--- config.mk ---
export PLATFORM = sky130hd
export DESIGN_NAME = hdlc_frame_receiver
export DESIGN_NICKNAME = d
export VERILOG_FILES = /design/src/rtl/hdlc_rx_pkg.sv /design/src/rtl/hdlc_frame_receiver.sv
export SDC_FILE = /design/constraint.sdc
export NUM_CORES = 1
export LEC_CHECK = 0
export BUFFER_PORTS_ARGS = -buffer_cell sky130_fd_sc_hd__buf_4
export CAP_MARGIN = 15
export CORE_UTILIZATION = 56
export DETAILED_ROUTE_END_ITERATION = 10
export PLACE_DENSITY = 0.77
export SYNTH_ARGS = -nofsm -noshare
export SYNTH_HDL_FRONTEND = slang
export SYNTH_SLANG_ARGS = --single-unit
--- constraint.sdc ---
create_clock -name aclk -period 5.9 [get_ports aclk]
set_input_delay 0.885 -clock aclk [delete_from_list [all_inputs] [get_ports aclk]]
set_output_delay 0.885 -clock aclk [all_outputs]
set_load 0.005 [all_outputs]
--- src/rtl/hdlc_rx_pkg.sv ---
// Package for the HDLC-like frame receiver: byte codes, FCS-16 constants,
// frame status codes and the unrolled FCS-16 byte update.
// No dependencies.
`default_nettype none

package hdlc_rx_pkg;

    localparam int LINE_BITS = 8;
    localparam int CFG_BITS  = 12;
    localparam int LEN_BITS  = 12;

    localparam logic [7:0]  FLAG_BYTE = 8'h7e;
    localparam logic [7:0]  ESC_BYTE  = 8'h7d;
    localparam logic [7:0]  ESC_XOR   = 8'h20;
    localparam logic [7:0]  ADDR_BYTE = 8'hff;
    localparam logic [7:0]  CTRL_BYTE = 8'h03;
    localparam logic [15:0] FCS_POLY  = 16'h8408;
    localparam logic [15:0] FCS_SEED  = 16'hffff;
    localparam logic [15:0] FCS_GOOD  = 16'hf0b8;
    localparam int          MIN_FRAME = 6;
    localparam logic [CFG_BITS-1:0] MAX_RAW_RESET = 12'd3000;

    typedef enum logic [1:0] {
        ST_GOOD    = 2'd0,
        ST_BAD_FCS = 2'd1,
        ST_SHORT   = 2'd2,
        ST_BAD_HDR = 2'd3
    } frame_status_t;

    // Reflected FCS-16 over one byte, least significant bit first
    function automatic logic [15:0] fcs16_byte(input logic [15:0] fcs_in,
                                               input logic [7:0]  data_in);
        logic [15:0] fcs;
        fcs = fcs_in;
        for (int i = 0; i < 8; i++) begin
            if (fcs[0] ^ data_in[i]) begin
                fcs = (fcs >> 1) ^ FCS_POLY;
            end else begin
                fcs = fcs >> 1;
            end
        end
        return fcs;
    endfunction

endpackage

`default_nettype wire

--- src/rtl/hdlc_frame_receiver.sv ---
// HDLC-like frame receiver: flag delimiting, octet unstuffing, FCS-16 check,
// two-byte delay that withholds the FCS, end-of-frame status and length.
// Depends on hdlc_rx_pkg.
//
// Channel   Dir  Handshake            Payload
// s_        in   s_tvalid/s_tready    s_tdata: line_byte
// m_        out  m_tvalid/m_tready    m_tdata: data_byte, frame_length;
//                                     m_tuser: data_valid, frame_status;
//                                     m_tlast: frame_end
// cfg_      in   cfg_valid/cfg_ready  cfg_data: max_raw_bytes
//
// One line byte is taken every cycle while s_tready is high; its result, if
// any, sits in the output register from the next cycle on. The frame state
// and the output register are updated in the same cycle as the transfer.
// s_tready drops only while a result waits in the output register and
// m_tready is low. cfg_ready is always high.
// Reset is synchronous on aresetn low; max_raw_bytes returns to 3000.
`default_nettype none

module hdlc_frame_receiver #(
    parameter int COUNT_BITS = 12
) (
    input  wire logic                               aclk,
    input  wire logic                               aresetn,
    input  wire logic                               s_tvalid,
    output logic                                    s_tready,
    input  wire logic [hdlc_rx_pkg::LINE_BITS-1:0]  s_tdata,   // [7:0] line_byte
    output logic                                    m_tvalid,
    input  wire logic                               m_tready,
    output logic [23:0]                             m_tdata,   // [7:0] data_byte,
                                                               // [19:8] frame_length
    output logic [2:0]                              m_tuser,   // [0] data_valid,
                                                               // [2:1] frame_status
    output logic                                    m_tlast,   // frame_end
    input  wire logic                               cfg_valid,
    output logic                                    cfg_ready,
    input  wire logic [hdlc_rx_pkg::CFG_BITS-1:0]   cfg_data   // max_raw_bytes
);
    import hdlc_rx_pkg::*;

    localparam int WIDE = (COUNT_BITS > CFG_BITS) ? COUNT_BITS : CFG_BITS;
    localparam logic [COUNT_BITS-1:0] COUNT_MAX = {COUNT_BITS{1'b1}};

    logic [CFG_BITS-1:0]   limit_reg;
    logic                  esc_reg, esc_next;
    logic [15:0]           fcs_reg, fcs_next;
    logic [COUNT_BITS-1:0] raw_reg, raw_next;
    logic [COUNT_BITS-1:0] unesc_reg, unesc_next;
    logic [7:0]            dly0_reg, dly0_next;
    logic [7:0]            dly1_reg, dly1_next;
    logic                  hdr_bad_reg, hdr_bad_next;

    logic                  m_valid_reg, m_valid_next;
    logic [7:0]            m_byte_reg;
    logic                  m_dvalid_reg;
    logic                  m_end_reg;
    frame_status_t         m_status_reg;
    logic [LEN_BITS-1:0]   m_len_reg;

    logic                  s_xfer;
    logic [7:0]            ub;
    logic                  have;
    logic                  close;
    logic                  res_dvalid;
    logic [7:0]            res_byte;
    frame_status_t         res_status;
    logic [LEN_BITS-1:0]   res_len;
    logic [WIDE-1:0]       limit_w;
    logic [WIDE-1:0]       raw_w;
    logic [WIDE-1:0]       len_w;
    logic [15:0]           fcs_upd;
    logic                  res_valid;

    assign s_tready  = !m_valid_reg || m_tready;
    assign s_xfer    = s_tvalid && s_tready;
    assign cfg_ready = 1'b1;

    assign fcs_upd = fcs16_byte(fcs_reg, ub);

    always_comb begin
        esc_next     = esc_reg;
        fcs_next     = fcs_reg;
        raw_next     = raw_reg;
        unesc_next   = unesc_reg;
        dly0_next    = dly0_reg;
        dly1_next    = dly1_reg;
        hdr_bad_next = hdr_bad_reg;
        ub           = s_tdata ^ ESC_XOR;
        have         = 1'b0;
        close        = 1'b0;
        res_dvalid   = 1'b0;
        res_byte     = 8'd0;
        res_status   = ST_GOOD;
        res_len      = '0;
        len_w        = '0;

        // Cap the limit at what the counter can hold
        limit_w = WIDE'(limit_reg);
        if (limit_w > WIDE'(COUNT_MAX)) begin
            limit_w = WIDE'(COUNT_MAX);
        end

        if (s_tdata == FLAG_BYTE) begin
            close = (raw_reg != '0);
        end else begin
            if (raw_reg != COUNT_MAX) begin
                raw_next = raw_reg + 1'b1;
            end
            if (esc_reg) begin
                esc_next = 1'b0;
                ub       = s_tdata ^ ESC_XOR;
                have     = 1'b1;
            end else if (s_tdata == ESC_BYTE) begin
                esc_next = 1'b1;
            end else begin
                ub   = s_tdata;
                have = 1'b1;
            end
            if (have) begin
                fcs_next = fcs_upd;
                if (unesc_reg == '0 && ub != ADDR_BYTE) begin
                    hdr_bad_next = 1'b1;
                end
                if (unesc_reg == COUNT_BITS'(1) && ub != CTRL_BYTE) begin
                    hdr_bad_next = 1'b1;
                end
                if (unesc_reg >= COUNT_BITS'(2)) begin
                    res_dvalid = 1'b1;
                    res_byte   = dly1_reg;
                end
                dly1_next = dly0_reg;
                dly0_next = ub;
                if (unesc_reg != COUNT_MAX) begin
                    unesc_next = unesc_reg + 1'b1;
                end
            end
            raw_w = WIDE'(raw_next);
            close = (raw_w >= limit_w);
        end
        raw_w = WIDE'(raw_next);

        if (close) begin
            if (fcs_next != FCS_GOOD) begin
                res_status = ST_BAD_FCS;
            end else if (WIDE'(unesc_next) < WIDE'(MIN_FRAME)) begin
                res_status = ST_SHORT;
            end else if (hdr_bad_next) begin
                res_status = ST_BAD_HDR;
            end else begin
                res_status = ST_GOOD;
                len_w      = WIDE'(unesc_next) - WIDE'(2);
                res_len    = len_w[LEN_BITS-1:0];
            end
            // Return the frame state to idle
            esc_next     = 1'b0;
            fcs_next     = FCS_SEED;
            raw_next     = '0;
            unesc_next   = '0;
            dly0_next    = 8'd0;
            dly1_next    = 8'd0;
            hdr_bad_next = 1'b0;
        end
        res_valid = res_dvalid || close;
    end

    always_comb begin
        if (s_xfer) begin
            m_valid_next = res_valid;
        end else if (m_tready) begin
            m_valid_next = 1'b0;
        end else begin
            m_valid_next = m_valid_reg;
        end
    end

    always_ff @(posedge aclk) begin
        if (!aresetn) begin
            limit_reg   <= MAX_RAW_RESET;
            esc_reg     <= 1'b0;
            fcs_reg     <= FCS_SEED;
            raw_reg     <= '0;
            unesc_reg   <= '0;
            dly0_reg    <= 8'd0;
            dly1_reg    <= 8'd0;
            hdr_bad_reg <= 1'b0;
            m_valid_reg <= 1'b0;
        end else begin
            if (cfg_valid && cfg_ready) begin
                limit_reg <= cfg_data;
            end
            if (s_xfer) begin
                esc_reg     <= esc_next;
                fcs_reg     <= fcs_next;
                raw_reg     <= raw_next;
                unesc_reg   <= unesc_next;
                dly0_reg    <= dly0_next;
                dly1_reg    <= dly1_next;
                hdr_bad_reg <= hdr_bad_next;
            end
            m_valid_reg <= m_valid_next;
        end
    end

    always_ff @(posedge aclk) begin
        if (s_xfer && res_valid) begin
            m_byte_reg   <= res_byte;
            m_dvalid_reg <= res_dvalid;
            m_end_reg    <= close;
            m_status_reg <= res_status;
            m_len_reg    <= res_len;
        end
    end

    assign m_tvalid = m_valid_reg;
    assign m_tdata  = {4'd0, m_len_reg, m_byte_reg};
    assign m_tuser  = {m_status_reg, m_dvalid_reg};
    assign m_tlast  = m_end_reg;

    // A held result always carries a data byte or an end marker
    a_result_nonempty: assert property (@(posedge aclk) disable iff (!aresetn)
        m_valid_reg |-> (m_dvalid_reg || m_end_reg))
        else $error("empty result in output register");

    // Length is reported only for a good frame end
    a_len_only_good: assert property (@(posedge aclk) disable iff (!aresetn)
        (m_valid_reg && (!m_end_reg || m_status_reg != ST_GOOD)) |-> (m_len_reg == '0))
        else $error("frame length without good frame end");

    // Status is meaningful only with the end marker
    a_status_only_end: assert property (@(posedge aclk) disable iff (!aresetn)
        (m_valid_reg && !m_end_reg) |-> (m_status_reg == ST_GOOD))
        else $error("status without frame end");

    // After a frame end the frame state is back at idle
    a_clear_after_end: assert property (@(posedge aclk) disable iff (!aresetn)
        (s_xfer && close) |=> (raw_reg == '0 && unesc_reg == '0 && fcs_reg == FCS_SEED
                               && !esc_reg && !hdr_bad_reg))
        else $error("frame state not cleared after frame end");

    // Data bytes appear only after the address and control bytes
    a_data_after_header: assert property (@(posedge aclk) disable iff (!aresetn)
        (s_xfer && res_dvalid) |-> (unesc_reg >= COUNT_BITS'(2)))
        else $error("data byte released too early");

endmodule

`default_nettype wire

==> flow_summary.ini <==
[status]
status = completed

[floorplan]
die_height_um = 99.1
die_w_um = 99.1
die-area_um2 = 9820
core-area_um2 = 9200
std_cell_rows = 35
initial_core_util = 0.574
ioPinCount = 56

[clock_tree]
root_buffer = clkbuf_8
clockBufferDepth = 2
hold_buffers = 0
cts_tree = yes
postCtsSetupBuffers = 0
clk_latency_ps = 380
htree_levels = 3
cts_made_buffers = 9
path_clk_slew_ps = 100
cts.sinks = 95
cts_resized = 0

[cells_and_area]
drive_above_1_share = 0.155
largest_reg_flops = 16
diodes = 0
fin_area_um2 = 5850
areaGrowthSynthToFinish_pct = 10.9
fin_nets = 666

[worst_setup_path]
critPathSlowestCell = o211ai_1
path_delay_family = compound AO/OA/AOI/OAI gates
crit_path_max_fanout = 12
setup.worst_path.end_class = register
crit_chain = ha_1 > and2_0 > nand4_1 > nor2b_1 > nand4_1 > xnor2_1 > ha_1 > nand4_1 > a211oi_1 > o21ai_0 > o211ai_1 > nand2_1 > inv_1 > o2111ai_2 > a211oi_1
cp.buffers_inverters = 1
crit_required_ps = 6070
crit_top_cell = nand4_1
arrival_ps = 4690
crit_type = reg2reg
critical_path.max_stage_delay_ps = 470
startpoint_type = register

[logic_synthesis]
synth_top_area_frac = 0.269
synth.distinct_cells = 70
synth_area_per_cell_um2 = 8.86
seq_area_frac_synth = 0.406
synth_area_leaders = dfxtp_1 27%, edfxtp_1 14%, ha_1 4.5%
synthTopCellsByCount = 71 x dfxtp_1, 63 x nand2_1, 54 x nor2_1, 33 x clkbuf_1, 28 x a21oi_1
synth_warnings = 0
synth_edf_count = 24
synth_area_um2 = 5280
yosys.cell_count.top_type = dfxtp_1
synthCells = 596
synth_top_cell_by_area = dfxtp_1
synth_flop_cell = dfxtp_1
async_flop_share = 0
synth-seq-cells = 95

[timing]
hold_viol_final = 0
fin_crit_ps = 4510
tns_ps = 0
fin_worst_skew_ps = 10.9
clock.fmax_mhz = 222
slew_headroom = 0.281
rsz0062_at_grt = false
drv_slew = 0
tightest_slew_ps = 1070
final-setup-viol-count = 0
finalCritPeriodShare = 0.765

[min_path]
hp-class = reg2reg

[grt]
track_usage = 0.248
grt_max_degree = 48
grt_pass1_vias = 4193
grt-ovfl-total = 0
antenna_found_initial = 0
grt_pass1_wl_um = 19700

[placed_design]
gp_congestion = 0.895
dp_hpwl_um = 8160
port_buffers = 50
placed_area_um2 = 5650

[pwr]
power_density_nw_per_um2 = 269
p_leak_uw = 0.00234
ir_drop_mv = 0.140
p_total_uw = 1580

[detailed_routing]
ant_nets = 0
via_count = 4395
drc = 0
initialDrtViolationCount = 259
wl_um = 11500
routed_via_density = 5.96
wire_per_inst_um = 15.6
drt_first_pass_iters = 5

[flow_run]
maxCapViolCount = 0
[final timing paths]
| check | slack [ps] | to | cells past startpoint | from |
|---|---|---|---|---|
| worst max-delay path | 1390 | m_len_reg[1] | 15 | raw_reg[0] |
| worst max register to register | 1390 | m_len_reg[1] | 15 | raw_reg[0] |
| worst min-delay path | 500 | limit_reg[3] | 2 | limit_reg[3] |
| worst min register to register | 500 | limit_reg[3] | 2 | limit_reg[3] |
[power by group]
part | internal [µW] | switching [µW]
clock | 171 | 270
sequential | 719 | 45.9
combinational | 173 | 198
total | 1060 | 514
[area by class of cell]
class	instances	area, µm²
repair buffers	55	413
inverters	18	67.6
clock buffers	9	124
flip-flops and latches	95	2140
fillers	806	3340
clock inverters	7	83.8
well taps	111	139
multi-input cells	443	2890
[per-layer routing]
metal | vias to the layer above | global-route usage | part of all wire
met5 | - | 0 | 0
met1 | 2043 | 0.330 | 0.46
li1 | 2198 | - | -
met4 | 0 | 0.0837 | 0.015
met3 | 18 | 0.0408 | 0.055
met2 | 136 | 0.414 | 0.47
[worst register-to-register path, stage by stage (launching register included)]
cell,delay [ps]
dfxtp_1,360
ha_1,240
and2_0,230
nand4_1,320
nor2b_1,320
nand4_1,160
xnor2_1,170
ha_1,310
nand4_1,100
a211oi_1,200
o21ai_0,110
o211ai_1,470
nand2_1,130
inv_1,320
o2111ai_2,460
a211oi_1,390
[kinds of logic after synthesis]
| logic type | synth area share |
|---|---|
| simple gates | 0.222 |
| compound gates | 0.181 |
| flops | 0.406 |
| buf+inv | 0.0498 |
| xor+xnor | 0.0785 |
| fa+ha+maj | 0.0450 |
| mux | 0.0171 |
| other cells | 0.00142 |
[per-stage QoR]
stage | hold WS [ps] | util | std cells | worst slack [ps]
after floorplan | 454 | - | 599 | 1920
after global placement | 473 | 0.614 | 722 | 1670
after detailed placement | 484 | 0.614 | 722 | 1450
after CTS | 504 | 0.637 | 738 | 1410
after global routing | 517 | 0.637 | 738 | 901
final | 498 | 0.637 | 738 | 1390
[cell usage in the layout, fill, tap and decap left out, types with 14 or more instances in the layout]
cell type,synthesis,routed
a21oi_1,28,28
a22oi_1,17,17
and2_1,14,14
buf_4,6,55
dfxtp_1,71,71
edfxtp_1,24,24
ha_1,19,19
inv_1,18,18
nand2_1,63,63
nand3_1,25,25
nand4_1,18,18
nor2_1,54,54
o21ai_0,15,15
o22ai_1,14,14
xnor2_1,23,23
(Power assumes the default switching activity.)
